==> config.mk <==
export PLATFORM = sky130hd
export DESIGN_NAME = fstc_div
export DESIGN_NICKNAME = d
export VERILOG_FILES = /design/src/hdl/fstc_pkg.sv /design/src/hdl/fstc_div.sv
export SDC_FILE = /design/constraint.sdc
export NUM_CORES = 1
export LEC_CHECK = 0
export BUFFER_PORTS_ARGS = -buffer_cell sky130_fd_sc_hd__buf_2
export CAP_MARGIN = 20
export CORE_ASPECT_RATIO = 1.2
export CORE_MARGIN = 3
export CORE_UTILIZATION = 40
export DETAILED_ROUTE_END_ITERATION = 12
export HOLD_SLACK_MARGIN = 0.03
export SLEW_MARGIN = 20
export SYNTH_ARGS = -nofsm -noshare
export SYNTH_HDL_FRONTEND = slang
export SYNTH_SLANG_ARGS = --single-unit
==> constraint.sdc <==
create_clock -name clk -period 8.9 [get_ports clk]
set_input_delay 1.78 -clock clk [delete_from_list [all_inputs] [get_ports clk]]
set_output_delay 1.78 -clock clk [all_outputs]
set_load 0.02 [all_outputs]
==> src/hdl/fstc_pkg.sv <==
// ----------------------------------------------------------------------------
// fstc_pkg
// Shared constants, status codes and divider request types for the Fst estimator.
// ----------------------------------------------------------------------------
package fstc_pkg;

	// Default sizes of the count table.
	localparam int DEF_MAX_POPULATIONS = 16;
	localparam int DEF_MAX_ALLELES     = 64;
	localparam int DEF_COUNT_BITS      = 16;

	// Width of a population total.
	localparam int TOTAL_BITS = 22;

	// Width of one Q32 proportion, which may reach exactly one.
	localparam int Q_W = 33;

	// Divider sizes: a sum of count products shifted up by 32 fraction bits.
	localparam int DEN_W  = 2 * TOTAL_BITS;
	localparam int DIVD_W = DEN_W + 32;

	// One in Q32.
	localparam logic [Q_W-1:0] ONE_Q32 = {1'b1, 32'h0000_0000};

	// Status codes of a result.
	typedef enum logic [2:0] {
		STAT_OK       = 3'd0,
		STAT_ALLELE   = 3'd1,
		STAT_POPS     = 3'd2,
		STAT_MB_ONE   = 3'd3,
		STAT_ZERO_DIV = 3'd4,
		STAT_SAT      = 3'd5
	} fst_status_t;

	// Request to the shared divider.
	typedef struct packed {
		logic              start;
		logic [DIVD_W-1:0] dividend;
		logic [DEN_W-1:0]  divisor;
	} div_req_t;

	// Answer of the shared divider.
	typedef struct packed {
		logic              busy;
		logic              done;
		logic [DIVD_W-1:0] quotient;
	} div_rsp_t;

endpackage

==> src/hdl/fstc_div.sv <==
// ----------------------------------------------------------------------------
// fstc_div
// Restoring divider, one quotient bit per cycle, shared by all divisions.
// ----------------------------------------------------------------------------
module fstc_div import fstc_pkg::*; (
	input  logic     clk,
	input  logic     arst_n,
	input  div_req_t req,
	output div_rsp_t rsp
);

	localparam int CNT_W = $clog2(DIVD_W + 1);

	logic              busy_q;
	logic              done_q;
	logic [CNT_W-1:0]  cnt_q;
	logic [DIVD_W-1:0] dvd_q;
	logic [DEN_W-1:0]  rem_q;
	logic [DEN_W-1:0]  den_q;
	logic [DEN_W:0]    trial;
	logic              fits;

	// One step: bring down the next dividend bit and try the subtraction.
	assign trial = {rem_q, dvd_q[DIVD_W-1]};
	assign fits  = trial >= {1'b0, den_q};

	// Control of the iteration count.
	always_ff @(posedge clk or negedge arst_n) begin
		if (!arst_n) begin
			busy_q <= 1'b0;
			done_q <= 1'b0;
			cnt_q  <= '0;
		end else begin
			if (req.start) begin
				busy_q <= 1'b1;
				done_q <= 1'b0;
				cnt_q  <= CNT_W'(DIVD_W);
			end else if (busy_q) begin
				cnt_q  <= cnt_q - CNT_W'(1);
				done_q <= (cnt_q == CNT_W'(1));
				if (cnt_q == CNT_W'(1)) begin
					busy_q <= 1'b0;
				end
			end else begin
				done_q <= 1'b0;
			end
		end
	end

	// Remainder and quotient shift register.
	always_ff @(posedge clk) begin
		if (req.start) begin
			dvd_q <= req.dividend;
			den_q <= req.divisor;
			rem_q <= '0;
		end else if (busy_q) begin
			rem_q <= fits ? DEN_W'(trial - {1'b0, den_q}) : DEN_W'(trial);
			dvd_q <= {dvd_q[DIVD_W-2:0], fits};
		end
	end

	assign rsp.busy     = busy_q;
	assign rsp.done     = done_q;
	assign rsp.quotient = dvd_q;

endmodule

-- Word-level counts from Yosys, hierarchy flattened
Index checks and enable logic that the tools add are counted.
- bits in registers: 173
- input bits: 123
- output and inout port bits: 78
- logic and storage cells: 21
- add/sub/neg operators: 2
- order comparisons: 1
- equality and inequality tests: 1
- multiplexer cells: 10
- reduce and logical (&&, ||, !) cells: 1
- operators with widths (kind ; number):
    2-to-1 mux 76 bit ; 2
    >= comparator 45 x 44 -> 1 bit ; 1
    2-to-1 mux 44 bit ; 1
    subtractor 44 bit ; 1
    2-to-1 mux 7 bit ; 2
    equality test 7 x 1 -> 1 bit, second input constant ; 1
    subtractor 7 x 1 -> 7 bit, second input constant ; 1
    2-to-1 mux 1 bit ; 5
    nonzero test 2 bit ; 1

-- Longest topological paths before layout
- word-level depth: 4
- depth in mapped cells: 15
- mapped depth without buffers: 13

-- Worst setup path after synthesis
No wires, ideal clock.
- kind: input -> register
- from: input port req[120] (netlist bit)
- to: register dvd_q[0] (enable)
- setup time: 401 ps
- arrival time: 3337 ps
- data required time: 8499 ps
- path slack: 5162 ps
- stages on the path: 3
- buffers on the path: 2
- cells stage by stage: clkbuf_1 clkbuf_1 or2_2
- cells in the longest elaborated chain, start to end: 1
- ends and longest elaborated chain (element ; line ; text):
    start, declared ; fstc_div.sv:8 ; input div_req_t req,
    nonzero test 2 bit (no line) ; n/a ;
    end signal, assigned ; fstc_div.sv:53 ; dvd_q <= req.dividend;
    end signal, assigned ; fstc_div.sv:58 ; dvd_q <= {dvd_q[DIVD_W-2:0], fits};
    end, declared ; fstc_div.sv:17 ; logic [DIVD_W-1:0] dvd_q;
No other way between the ends.
A chain may end at the register's enable or synchronous reset.

-- Final worst setup path
- from: register dvd_q[75]
- to: register rem_q[10]
- cells in the longest elaborated chain, start to end: 2
- elaborated cells on any way between the ends: 3
- those cells by class: add/sub: 1; order compare: 1; mux: 1
- ends and longest elaborated chain (element ; line ; text):
    subtractor 44 bit or >= comparator 45 x 44 -> 1 bit (tied branches) ; fstc_div.sv:57, fstc_div.sv:25 ;
    2-to-1 mux 44 bit (*) ; fstc_div.sv:57 ; rem_q <= fits ? DEN_W'(trial - {1'b0, den_q}) : DEN_W'(trial);
    end signal, assigned ; fstc_div.sv:57 ;
    end, declared ; fstc_div.sv:18 ; logic [DEN_W-1:0] rem_q;
Mark *: on every way between the ends. The rest lies on a longest branch, timed or not.

==> impl_metrics.py <==
metrics = {
    "status": {
        "status": "finished, final reports clean",
    },
    "yosys": {
        "syn_inst": 856,
        "ys.flop_type": "edfxtp_1",
        "yosys_register_bits": 173,
        "netlist_area_um2": 9473,
        "syn_avg_cell_area_um2": 11.07,
        "synth-seq-area-share_pct": 49.72,
        "synth_cell_types": 63,
        "yosys_warnings": 0,
        "synth_nets": 1026,
        "synth-edff-count": 120,
        "synthArstFlopShare_pct": 5.202,
    },
    "drt": {
        "drtPass1Iterations": 5,
        "drt-vias-per-instance": 5.093,
        "vias": 6983,
        "wl_per_cell_um": 15.89,
        "ant_nets": 0,
        "initialDrtViolationCount": 323,
        "drc": 0,
        "routed_wl_um": 21780,
    },
    "worst_hold_path": {
        "min_from": "rem_q[27]$_SDFFE_PP0P_",
        "hp-class": "flop to flop",
        "hold_end": "rem_q[27]$_SDFFE_PP0P_",
        "hold_path_depth": 2,
    },
    "sta": {
        "setup_violations": 0,
        "max_freq_ghz": 0.2705,
        "clock_skew_ns": 0.01607,
        "hold_slack_ns": 0.4862,
        "tightest_slew_ns": 1.022,
        "fin_crit_ns": 3.696,
        "tns_ns": 0,
        "fin_crit_sh_pct": 41.53,
        "maxSlewViolCount": 0,
        "setup_ws_ns": 5.204,
        "rsz0062_at_grt": "false",
        "hold_violations": 0,
        "relSlewSlack_pct": 31.84,
    },
    "die": {
        "core-area_um2": 23200,
        "dieHeight_um": 174.6,
        "die-area_um2": 25570,
        "dieWidth_um": 146.5,
        "initial_core_util_pct": 40.83,
        "num_rows": 61,
        "io-pin-count": 201,
    },
    "critical_path": {
        "slowest_stage": "buf_4",
        "worstPathArrival_ns": 3.97,
        "regToRegSetupSlack_ns": 5.20,
        "crit_type": "flop to flop",
        "crit_family": "compound AO/OA/AOI/OAI gates",
        "critPathCaptureType": "flop",
        "max_stage_delay_ns": 0.58,
        "startpoint": "dvd_q[75]$_DFFE_PP_",
        "path_cells": "inv_1, ha_1, nor2b_1, o21bai_4, a2111oi_4, o21bai_2, nor4b_4, o21ai_2, a211o_2, buf_4, mux2i_1, a211oi_1",
        "reg2reg_to": "rem_q[10]$_SDFFE_PP0P_",
        "path_max_fanout": 39,
        "r2r_start": "dvd_q[75]$_DFFE_PP_",
        "rr_worst_depth": 12,
        "cp-start-kind": "flop",
        "crit_required_ns": 9.17,
        "path_buf_inv": 2,
    },
    "power": {
        "p_comb_share_pct": 36.2,
        "cellLeakagePower_nw": 4.774,
        "power_mw": 2.945,
        "peakVddDrop_v": 0.0001456,
        "pwr-share-clk_pct": 26.9,
        "p_per_area_nw_per_um2": 259.5,
        "p_int_mw": 1.880,
        "power_frac_seq_pct": 36.9,
        "p_switching_mw": 1.064,
        "netSwitchingFraction_pct": 36.14,
    },
    "cts": {
        "cts.path.max_buffers": 2,
        "clkLatencyLatePin_ns": 0.43,
        "clock_sinks": 173,
        "cts_buffers": 17,
        "cts.hold.buffers_added": 0,
        "htreeDepth": 4,
        "root_buffer": "clkbuf_16",
        "cts_resized": 0,
        "cts.clk_slew.worst_paths_ns": 0.08,
        "cts_setup_buffers": 0,
        "tritoncts": "yes",
    },
    "place": {
        "place.gp.congestion": 0.8237,
        "post-dp-hpwl_um": 15410,
        "port_buffers": 200,
        "place_ws_ns": 4.858,
    },
    "grt": {
        "track_usage_pct": 17.20,
        "antenna_found_initial": 0,
        "grt_pass1_wl_um": 35980,
        "grt_overflow": 0,
        "grt_pass1_vias": 7145,
        "grt_max_degree": 116,
    },
    "flow_run": {
        "cap_violations": 0,
    },
    "layout": {
        "layout_common_cells": "buf_2 (199), edfxtp_1 (120), nor2_1 (77)",
        "drive_gt1_share_pct": 30.97,
        "nets": 1213,
        "areaGrowthSynthToFinish_pct": 19.80,
        "fin_util_pct": 48.91,
        "layout_commonest_cell": "buf_2",
        "antenna_cells": 0,
    },
}
==> per-layer routing <==
layer | track usage (%) | vias to the layer above | wire (um)
li1 | - | 3514 | -
met1 | 21.58 | 3249 | 9418
met2 | 28.21 | 202 | 10340
met3 | 6.278 | 18 | 1756
met4 | 4.627 | 0 | 265
met5 | 0 | - | 0
==> registers in the layout (all words and copies together) (netlist names) <==
signal / flops
busy_q: 1
cnt_q: 7
den_q: 44
done_q: 1
dvd_q: 76
rem_q: 44
==> power groups by stage <==
stage	sequential, mW	clock [mW]	combinational [mW]
after detailed placement	1.10	0	1.07
after floorplan	1.13	0	0.821
after global placement	1.10	0	1.06
final	1.09	0.793	1.07
after CTS	1.09	0.819	1.07
after global routing	1.11	0.846	1.20
==> cell usage after synthesis, drive strengths merged (2+ instances only) <==
cell,n,share of area [%]
nand2,51,2.0
dfrtp,9,2.4
clkbuf,22,0.87
edfxtp,120,38
nor2,77,3.1
ha,46,6.1
o2111ai,2,0.18
buf,14,1.2
a311oi,2,0.18
nand4,4,0.26
a21o,12,0.95
xor2,18,1.7
a21boi,2,0.16
nand3,12,0.63
inv,57,2.3
or3,3,0.20
o21a,6,0.48
nand2b,11,0.73
and2,2,0.13
or2,3,0.20
xnor2,27,2.5
nor3,10,0.53
o22ai,4,0.26
mux2i,36,3.8
nor2b,7,0.46
and3,5,0.38
dfxtp,44,9.3
a21oi,62,3.3
o211ai,4,0.32
a31oi,6,0.40
mux2,76,9.0
o21ai,33,1.8
o21bai,7,0.71
a211oi,44,3.5
nor4,2,0.13
==> logic make-up (layout without fill, tap and decap cells) <==
family	Yosys count	in the layout	synth area share, %
AND/OR/NAND/NOR	193	193	9.431
adder cells (fa/ha/maj)	47	47	6.287
flip-flops	173	173	49.72
XOR/XNOR	45	45	4.161
buffers and inverters	93	293	4.306
AO/OA/AOI/OAI	193	193	13.26
multiplexers	112	112	12.84
==> worst max path at each step <==
stage	endpoint	cells past startpoint	slack, ns
floorplan	dvd_q[0]$_DFFE_PP_	3	5.16
global placement	rem_q[42]$_SDFFE_PP0P_	7	4.87
detailed placement	rem_q[42]$_SDFFE_PP0P_	7	4.86
CTS	rem_q[10]$_SDFFE_PP0P_	12	5.16
global route	rem_q[23]$_SDFFE_PP0P_	12	4.91
finish	rem_q[10]$_SDFFE_PP0P_	12	5.20
==> layout make-up <==
type	instances	area (um2)
clock buffer	17	425.4
clock inverter	15	207.7
fill	2181	11850
inverter	57	214.0
multi-input combinational	590	4359
sequential	173	4711
tap	315	394.1
timing repair buffer	204	1037
==> worst min-delay path: cells and delay by family (launching register included) <==
family	cells	cell delay, ns
DFF	1	0.33
and+or+nand+nor	1	0.06
AOI/OAI and AO/OA	1	0.05
==> stage by stage <==
step	instances	area, um2
3_5_place_dp	1339	10720
4_1_cts	1371	11350
5_1_grt	1371	11350
6_report	1371	11350
3_3_place_gp	1339	10720
2_1_floorplan	856	9473
Note: power is estimated with default switching activity, not from simulation.
